[src/two_class_priority_queue_macros.svh]
// Assertion macros shared by the two-class priority queue RTL.
`ifndef TWO_CLASS_PRIORITY_QUEUE_MACROS_SVH
`define TWO_CLASS_PRIORITY_QUEUE_MACROS_SVH

// Same-cycle implication, disabled while reset is held.
`define TCPQ_ASSERT_NOW(lbl, ante, cons) \
    lbl: assert property (@(posedge i_clk) disable iff (!i_rst_n) (ante) |-> (cons)) \
        else $error("tcpq assertion failed");

// Next-cycle implication, disabled while reset is held.
`define TCPQ_ASSERT_NEXT(lbl, ante, cons) \
    lbl: assert property (@(posedge i_clk) disable iff (!i_rst_n) (ante) |=> (cons)) \
        else $error("tcpq assertion failed");

`endif

[src/tcpq_pkg.sv]
// Types and constants for the two-class priority queue.
package tcpq_pkg;

    localparam int KEY_W    = 16;
    localparam int OCC_W    = 5;
    localparam int STATUS_W = 2;
    localparam int S_DATA_W = 16;
    localparam int M_DATA_W = 24;
    localparam int APB_AW   = 3;
    localparam int APB_DW   = 32;

    localparam logic [KEY_W-1:0] THRESH_RESET = 16'd60;

    // register index as decoded from paddr[2]
    localparam logic REG_THRESHOLD = 1'b0;

    localparam logic REQ_INSERT = 1'b0;
    localparam logic REQ_REMOVE = 1'b1;

    typedef enum logic [STATUS_W-1:0] {
        STATUS_OK    = 2'd0,
        STATUS_FULL  = 2'd1,
        STATUS_EMPTY = 2'd2
    } t_status;

    // operation broadcast to every cell in the chain
    typedef struct packed {
        logic             ins_en;
        logic             pop_en;
        logic             hi;
        logic [KEY_W-1:0] key;
    } t_cell_ctl;

endpackage

[src/tcpq_cell.sv]
// One queue slot: holds a key, compares it against an insert and shifts with its neighbors.
module tcpq_cell
    import tcpq_pkg::*;
(
    input  logic             i_clk,
    input  t_cell_ctl        i_ctl,
    input  logic             i_valid,
    input  logic             i_found,
    input  logic [KEY_W-1:0] i_prev_val,
    input  logic [KEY_W-1:0] i_next_val,
    output logic             o_found,
    output logic [KEY_W-1:0] o_val
);

    logic [KEY_W-1:0] r_val;
    logic             w_match;

    // an empty slot always matches so a low-class key lands at the tail
    assign w_match = i_valid ? (i_ctl.hi && (i_ctl.key > r_val)) : 1'b1;
    assign o_found = i_found | w_match;
    assign o_val   = r_val;

    always_ff @(posedge i_clk) begin
        if (i_ctl.ins_en) begin
            if (i_found) begin
                r_val <= i_prev_val;
            end else if (w_match) begin
                r_val <= i_ctl.key;
            end
        end else if (i_ctl.pop_en) begin
            r_val <= i_next_val;
        end
    end

endmodule

[src/two_class_priority_queue.sv]
// Top level of the two-class priority queue: cell chain, count and output register.
//
// Requests arrive on the s_ stream: s_tuser is the request type (0 insert, 1 remove),
// s_tdata the 16-bit key. Each accepted word yields exactly one result word on the
// m_ stream: m_tdata holds removed_value and occupancy, m_tuser the status code.
// Inserts at or above the programmed threshold go ahead of the first stored key that
// is strictly smaller; others are appended. Removes pop the head.
// The result is registered and appears in the cycle after the request is accepted. One request
// per cycle is sustained while m_tready stays high; the insert position is resolved by a
// one-bit ripple through the DEPTH cells, which sets the clock period.
// s_tready is high while the output register is empty or being drained, so a stall
// on m_tready holds one result and then backs up into s_tready.
// Reset empties the queue and sets the threshold to 60; stored keys are not cleared.
// The threshold register sits at APB address 0; write it only while the queue is idle.
module two_class_priority_queue
    import tcpq_pkg::*;
#(
    parameter int DEPTH = 16
) (
    input  logic                i_clk,
    input  logic                i_rst_n,
    // request stream
    input  logic                s_tvalid,
    output logic                s_tready,
    input  logic [S_DATA_W-1:0] s_tdata,   // [15:0] key
    input  logic                s_tuser,   // [0] req_type
    // result stream
    output logic                m_tvalid,
    input  logic                m_tready,
    output logic [M_DATA_W-1:0] m_tdata,   // [15:0] removed_value, [20:16] occupancy, zero pad
    output logic [STATUS_W-1:0] m_tuser,   // [1:0] status
    // configuration
    input  logic                psel,
    input  logic                penable,
    input  logic                pwrite,
    input  logic [APB_AW-1:0]   paddr,
    input  logic [APB_DW-1:0]   pwdata,
    output logic [APB_DW-1:0]   prdata,
    output logic                pready
);

    `include "two_class_priority_queue_macros.svh"

    localparam int CNT_W = $clog2(DEPTH + 1);

    logic [KEY_W-1:0]    r_thresh;
    logic [CNT_W-1:0]    r_count;
    logic [CNT_W-1:0]    n_count;
    logic                r_m_valid;
    logic [KEY_W-1:0]    r_rm_val;
    logic [KEY_W-1:0]    n_rm_val;
    t_status             r_status;
    t_status             n_status;
    logic [OCC_W-1:0]    r_occ;

    logic                w_acc;
    logic                w_full;
    logic                w_empty;
    t_cell_ctl           w_ctl;
    logic [KEY_W-1:0]    w_val [DEPTH];
    logic [DEPTH:0]      w_found;

    // ---------------- configuration ----------------
    assign pready = 1'b1;
    assign prdata = (paddr[2] == REG_THRESHOLD) ? APB_DW'(r_thresh) : '0;

    always_ff @(posedge i_clk) begin
        if (!i_rst_n) begin
            r_thresh <= THRESH_RESET;
        end else if (psel && penable && pwrite && pready && (paddr[2] == REG_THRESHOLD)) begin
            r_thresh <= pwdata[KEY_W-1:0];
        end
    end

    // ---------------- request decode ----------------
    assign s_tready = !r_m_valid || m_tready;
    assign w_acc    = s_tvalid && s_tready;
    assign w_full   = (r_count == CNT_W'(DEPTH));
    assign w_empty  = (r_count == '0);

    assign w_ctl.ins_en = w_acc && (s_tuser == REQ_INSERT) && !w_full;
    assign w_ctl.pop_en = w_acc && (s_tuser == REQ_REMOVE) && !w_empty;
    assign w_ctl.key    = s_tdata[KEY_W-1:0];
    assign w_ctl.hi     = (s_tdata[KEY_W-1:0] >= r_thresh);

    // ---------------- cell chain ----------------
    assign w_found[0] = 1'b0;

    for (genvar i = 0; i < DEPTH; i++) begin : g_cell
        logic [KEY_W-1:0] w_prev;
        logic [KEY_W-1:0] w_next;

        if (i == 0) begin : g_head
            assign w_prev = '0;
        end else begin : g_body
            assign w_prev = w_val[i-1];
        end

        if (i == DEPTH - 1) begin : g_tail
            assign w_next = '0;
        end else begin : g_inner
            assign w_next = w_val[i+1];
        end

        tcpq_cell u_cell (
            .i_clk      (i_clk),
            .i_ctl      (w_ctl),
            .i_valid    (r_count > CNT_W'(i)),
            .i_found    (w_found[i]),
            .i_prev_val (w_prev),
            .i_next_val (w_next),
            .o_found    (w_found[i+1]),
            .o_val      (w_val[i])
        );
    end

    // ---------------- count and result ----------------
    always_comb begin
        n_count  = r_count;
        n_rm_val = '0;
        n_status = STATUS_OK;
        if (s_tuser == REQ_INSERT) begin
            if (w_full) begin
                n_status = STATUS_FULL;
            end else begin
                n_count = r_count + CNT_W'(1);
            end
        end else begin
            if (w_empty) begin
                n_status = STATUS_EMPTY;
            end else begin
                n_count  = r_count - CNT_W'(1);
                n_rm_val = w_val[0];
            end
        end
    end

    always_ff @(posedge i_clk) begin
        if (!i_rst_n) begin
            r_count   <= '0;
            r_m_valid <= 1'b0;
        end else begin
            if (w_acc) begin
                r_count   <= n_count;
                r_m_valid <= 1'b1;
            end else if (m_tready) begin
                r_m_valid <= 1'b0;
            end
        end
    end

    always_ff @(posedge i_clk) begin
        if (w_acc) begin
            r_rm_val <= n_rm_val;
            r_status <= n_status;
            r_occ    <= OCC_W'(n_count);
        end
    end

    assign m_tvalid = r_m_valid;
    assign m_tdata  = {{(M_DATA_W - KEY_W - OCC_W){1'b0}}, r_occ, r_rm_val};
    assign m_tuser  = r_status;

    // ---------------- assertions ----------------
    `TCPQ_ASSERT_NOW(a_count_bound, 1'b1, r_count <= CNT_W'(DEPTH))
    `TCPQ_ASSERT_NOW(a_ins_has_slot, w_ctl.ins_en, w_found[DEPTH])
    `TCPQ_ASSERT_NEXT(a_full_drop, w_acc && (s_tuser == REQ_INSERT) && w_full,
        (r_status == STATUS_FULL) && $stable(r_count))
    `TCPQ_ASSERT_NEXT(a_empty_pop, w_acc && (s_tuser == REQ_REMOVE) && w_empty,
        (r_status == STATUS_EMPTY) && (r_rm_val == '0) && (r_count == '0))

endmodule
[config.mk]
export PLATFORM = sky130hd
export DESIGN_NAME = two_class_priority_queue
export DESIGN_NICKNAME = d
export VERILOG_FILES = /design/src/tcpq_pkg.sv /design/src/tcpq_cell.sv /design/src/two_class_priority_queue.sv
export VERILOG_INCLUDE_DIRS = /design/src /design/src/src
export SDC_FILE = /design/constraint.sdc
export NUM_CORES = 1
export LEC_CHECK = 0
export BUFFER_PORTS_ARGS = -buffer_cell sky130_fd_sc_hd__buf_2
export CAP_MARGIN = 0
export CORE_ASPECT_RATIO = 0.75
export CORE_MARGIN = 2
export CORE_UTILIZATION = 55
export DETAILED_ROUTE_END_ITERATION = 7
export GPL_TIMING_DRIVEN = 0
export PLACE_DENSITY = 0.84
export SETUP_SLACK_MARGIN = 0.02
export SYNTH_ARGS = -nofsm -noshare
export SYNTH_HDL_FRONTEND = slang
export SYNTH_SLANG_ARGS = --single-unit
[constraint.sdc]
create_clock -name i_clk -period 6.6 [get_ports i_clk]
set_input_delay 0.66 -clock i_clk [delete_from_list [all_inputs] [get_ports i_clk]]
set_output_delay 0.66 -clock i_clk [all_outputs]
set_load 0.03 [all_outputs]
# == After elaboration in Yosys (flattened, before gate mapping) ==
# Index checks and enable logic that the tools add are counted.
# classes
n_addsub,2
magnitude_cmp,33
eq_ne,17
n_mux,88
bitwise_logic,16
reduce_logical,48
# op_table
op,count
$mux 16,64
$gt 16x16->1,16
$ne 3x1->1 const B,15
$gt 5x4->1 const B,8
$reduce_and 2->1,16
$logic_and 1x1->1,24
$gt 5x3->1 const B,4
$mux 1,19
$ge 16x16->1,1
$mux 5,3
$or 1x1->1,14
$gt 5x1->1 const B,2
$gt 5x2->1 const B,2
$add 5x1->5 const B,1
$eq 5x5->1 const B,1
$logic_not 5->1,1
$sub 5x1->5 const B,1
$mux 2,2
$reduce_bool 2->1,2
$logic_not 1->1,3
$ne 2x1->1 const B,1
$not 1->1,2
$reduce_or 2->1,1
$logic_or 1x1->1,1
# totals
reg_bits,301
out_inout_bits,61
wordCells,226

# == Logic depth before layout (Yosys ltp) ==
# logic_depth
word_depth,19
ltp_mapped,16
mapped_depth_nobuf,12

# == Modules after synthesis ==
# A second synthesis with hierarchy kept.
# hier_totals
cells_unflattened,2399
hier_area_um2,22939.5
# by_module_without_submodules
module,instances,cells_each,area_per_inst_um2,seq_area_each_um2
tcpq_cell,16,131,1262.5,480.5
two_class_priority_queue,1,303,2740.1,1131.1

# == Least setup slack after synthesis ==
# Ideal clock, no wire load.
# synth_path
path_type,register -> register
from,register r_count[0]
to,"register g_cell[3].u_cell.r_val[0], enable pin"
t_arrival_ps,4302
setup_slack_ps,1903
stages_incl_launch_ff,15
path_buffers,4
synth_period_minus_slack_ps,4697
path_cell_list,dfxtp_1 clkbuf_1 inv_1 ha_1 or3b_2 nor2_1 clkbuf_1 or4_1 o211ai_1 o211ai_2 clkbuf_1 nand3b_1 clkinv_1 buf_2 a21oi_1
# synth_between
elab_chain_len,6
# synth_lines
item,line_no,rtl
"start, declared",two_class_priority_queue.sv:47,logic [CNT_W-1:0] r_count;
"start signal, assigned",two_class_priority_queue.sv:144,r_count <= n_count;
$gt 5x1->1,two_class_priority_queue.sv:108,".i_valid (r_count > CNT_W'(i)),"
$mux 1,tcpq_cell.sv:19,assign w_match = i_valid ? (i_ctl.hi && (i_ctl.key > r_val)) : 1'b1;
$or 1x1->1 (2 in a row),tcpq_cell.sv:20,assign o_found = i_found | w_match;
$ne 3x1->1 (no source line),-,
$reduce_and 2->1 (no source line) (*),-,
"end signal, assigned",tcpq_cell.sv:26,r_val <= i_prev_val;
"end signal, assigned",tcpq_cell.sv:28,r_val <= i_ctl.key;
"end signal, assigned",tcpq_cell.sv:31,r_val <= i_next_val;
"end, declared",tcpq_cell.sv:15,logic [KEY_W-1:0] r_val;
# Every way passes the cells marked *; elsewhere a longest branch is shown, timed or not.
# A chain may end at the register's enable or synchronous reset.

# == Worst setup path after layout ==
# layout_path
from,register r_count[0]
to,"register g_cell[3].u_cell.r_val[10], enable pin"
# Same word-level chain as after synthesis.

==> impl_results.md <==
* Worst hold start: pwdata[2]
* Post-CTS Hold Fix Bufs at 0
* Post-synthesis adder-cell area fraction at 15.7%
* Synth Register Bits at 301
* GRT Util Overall at 35.1%
* Post-synth EDFFs at 279
* H-tree depth at 1
* CTS tree: yes
* Largest family of logic cells by synthesized area: adder cells
* Syn Std Cell Area at 22000 um2
* Setup violations, final at 0
* Worst slew pin tran at 1.37 ns
* Initial DRC count at 2524
* Initial core utilization at 55.8%
* RR Startpoint: r_count[0]$_SDFFE_PN0P_
* TritonRoute pass-1 iters at 6
* Leak pwr at 10.7 nW
* CP max stage delay at 0.81 ns
* Max Slew Vio Count at 0
* Mux share of post-synthesis cell area at 7.36%
* Post-CTS Setup Bufs at 0
* Ys async rst share at 0%
* GPL Wtd Cong at 1.01
* Worst setup path class: flip-flop to flip-flop
* Seq/Total Area, Yosys at 40.0%
* Largest net degree at the start of global routing at 31
* Worst-path maximum fanout at 16
* Unrepaired setup endpoints after global routing: false
* Worst Setup End Kind: flip-flop
* Delay-heaviest family, CP: buffers and inverters
* Worst Hold End: r_thresh[2]$_SDFFE_PN1P_
* Clock Tree Root: clkbuf_16
* IO buf count at 80
* WP buf/inv at 6
* Xor/xnor share of the synthesized area at 0.119%
* Mean area per synthesized cell at 9.11 um2
* Number of remaining DRC errors at 0
* Cells on Worst Hold Path at 3
* DP Worst Slack at 0.406 ns
* Initial antenna violation count at 3
* Post-route antenna net violation count at 0
* Total wire length at 74700 um
* Critical Path Slowest Stage Cell: a21oi_2
* Fin. Hold Viols at 0
* Vias/cell at 6.51
* FMAX at 171 MHz
* R2R Path End: g_cell[3].u_cell.o_val[10]$_DFFE_PP_
* Total clock sinks at 301
* R2R depth at 14
* # nets final at 2890
* Clock skew at 0.00980 ns
* Netlist cell types at 69
* Post-DP Area at 23200 um2
* Fin crit period at 5.86 ns
* Rel. slew slack at 8.52%
* Share of layout cells above drive strength 1 at 7.33%
* Critical path arrival at 6.07 ns
* IO Count at 120
* Routed via count at 20200
* Outcome: completed
* CP required at 6.81 ns
* Clock slew at reported path FFs at 0.07 ns
* Compound-Gate Fraction of Synth Area at 15.3%
* Post-synth top flop: edfxtp_1
* CP Launch Type: flip-flop
* Simple-gate area share of the yosys netlist at 13.8%
* Die ar. at 41700 um2
* CTS Buf Count at 31
* Die Height at 177 um
* VDD IR-drop max at 207 uV
* Max cap viols at 0
* WL per Instance at 24.1 um
* DP HPWL at 54700 um
* First-pass GRT wire length at 112000 um
* Final instance area at 24200 um2
* Maximum clock path buffer count at 3
* Core Region at 39500 um2
* P per Cell Area at 241 nW/um2
* Worst reg2reg setup slack at 0.74 ns
* PostCTS Resize Cnt at 0
* Number of fill cells at 3217
* Die W at 235 um
* Grt total ovfl at 0
* Most common cell on crit path: clkbuf_1
* Tcrit/Tclk final at 88.7%
* Clock latency on the worst-skew pair at 0.60 ns
* Final Total Pwr at 5.83 mW
* Cells after Synth at 2418
* Setup WS post-layout at 0.745 ns
* Vias in the first global route at 19400
* Worst hold path class: input port to flip-flop
* Row Count at 63
* Area Growth Syn to Fin at 10.0%
* Ordered list of cells on the worst path: clkbuf_1, inv_1, ha_1, or3b_2, nor2_1, clkbuf_1, or4_1, o211ai_1, o211ai_2, clkbuf_1, nand3b_1, clkinv_1, buf_2, a21oi_2
* Synth Warn # at 0
[synth_stat cells (10+ instances only)]
cell type	number	share of area, %
mux2i_1	162	7.4
a21o_1	24	0.82
o221ai_1	19	0.76
a21oi_1	147	3.3
buf_2	10	0.23
inv_1	274	4.7
clkbuf_1	99	1.7
nor2_1	128	2.2
o21a_1	14	0.48
dfxtp_1	22	2.0
and4_1	14	0.56
a31oi_1	28	0.79
ha_1	277	16
buf_4	27	0.92
nor2b_1	18	0.51
nor3_1	29	0.66
edfxtp_1	279	38
o21ai_0	256	5.8
nand3_1	54	1.2
a21boi_0	18	0.61
o211ai_1	11	0.37
nand2_1	344	5.9
nand4_1	39	1.1
[worst min-delay path: stages]
cell,delay [ns]
buf_2,0.07
nand2_1,0.04
o211ai_1,0.08
[power breakdown]
group | total, mW | leakage [nW] | internal, mW | switching (mW)
logic | 1.51 | 7.39 | 0.501 | 1.01
registers | 2.54 | 2.86 | 2.37 | 0.168
clock network | 1.79 | 0.478 | 0.976 | 0.810
total | 5.83 | 10.7 | 3.85 | 1.99
[kinds of logic (layout without fill, tap and decap cells)]
family | count (synthesis) | in the layout
AND/OR/NAND/NOR | 676 | 676
adder cells (fa/ha/maj) | 277 | 277
XOR/XNOR | 3 | 3
buffers and inverters | 420 | 562
other | 2 | 22
flip-flops | 301 | 301
multiplexers | 162 | 162
AO/OA/AOI/OAI | 577 | 577
[layout by cell type, fill, tap and decap left out, drive strengths merged, types with 4 or more instances in the layout]
master,count
nand2,344
edfxtp,279
ha,277
inv,275
o21ai,258
mux2i,162
a21oi,147
clkbuf,136
nor2,129
buf,128
nand3,54
nand4,39
nor3,29
a31oi,28
a21o,24
dfxtp,22
conb,20
clkinv,20
o221ai,19
nor2b,18
a21boi,18
and4,14
o21a,14
o211ai,12
a211oi,10
and3,9
nand2b,8
a221oi,7
a22oi,6
nor4,6
o31ai,5
or4,5
nor3b,4
or3,4
[area by class of cell]
| type | instances | area, um2 | area share, % |
|---|---|---|---|
| diodes | 2 | 5.00 | 0.0206 |
| plain buffers | 142 | 654 | 2.70 |
| clock buffers | 37 | 798 | 3.29 |
| clock inverters | 20 | 175 | 0.722 |
| inverters | 278 | 1040 | 4.30 |
| multi-input cells | 1715 | 11700 | 48.1 |
| flip-flops and latches | 301 | 8820 | 36.4 |
| well taps | 520 | 651 | 2.68 |
| repair buffers | 85 | 449 | 1.85 |
[routing by layer]
| layer | routed length (um) | track usage (%) |
|---|---|---|
| met4 | 3240 | 13.6 |
| met2 | 31300 | 52.2 |
| met1 | 28600 | 47.9 |
| met3 | 11500 | 10.9 |
| met5 | 27 | 0 |
[through the flow]
step,TNS (ns),utilization (%),hold slack (ns),instances
after floorplan,0,-,0.443,2436
after global placement,-0.240,58.6,0.452,3036
after detailed placement,0,58.9,0.458,3040
after CTS,0,61.3,0.288,3097
after global routing,0,61.4,0.320,3098
final,0,61.4,0.295,3100
[worst max path at each step]
stage | start | end | slack [ns] | depth (start not counted)
2_1_floorplan | r_count[0]$_SDFFE_PN0P_ | g_cell[3].u_cell.o_val[0]$_DFFE_PP_ | 1.90 | 14
3_3_place_gp | s_tdata[0] | g_cell[3].u_cell.o_val[8]$_DFFE_PP_ | -0.02 | 14
3_5_place_dp | s_tdata[0] | g_cell[2].u_cell.o_val[11]$_DFFE_PP_ | 0.41 | 13
4_1_cts | r_count[0]$_SDFFE_PN0P_ | g_cell[2].u_cell.o_val[12]$_DFFE_PP_ | 0.95 | 13
5_1_grt | r_count[0]$_SDFFE_PN0P_ | g_cell[3].u_cell.o_val[8]$_DFFE_PP_ | 0.51 | 14
6_report | r_count[0]$_SDFFE_PN0P_ | g_cell[3].u_cell.o_val[10]$_DFFE_PP_ | 0.74 | 14
[registers in the layout (all words and copies together) (netlist names)]
| name | cells |
|---|---|
| g_cell.u_cell.o_val | 256 |
| r_rm_val | 16 |
| r_thresh | 16 |
| r_count | 5 |
| r_occ | 5 |
| m_tuser | 2 |
| m_tvalid | 1 |
Power figures use the tool's default switching activity.
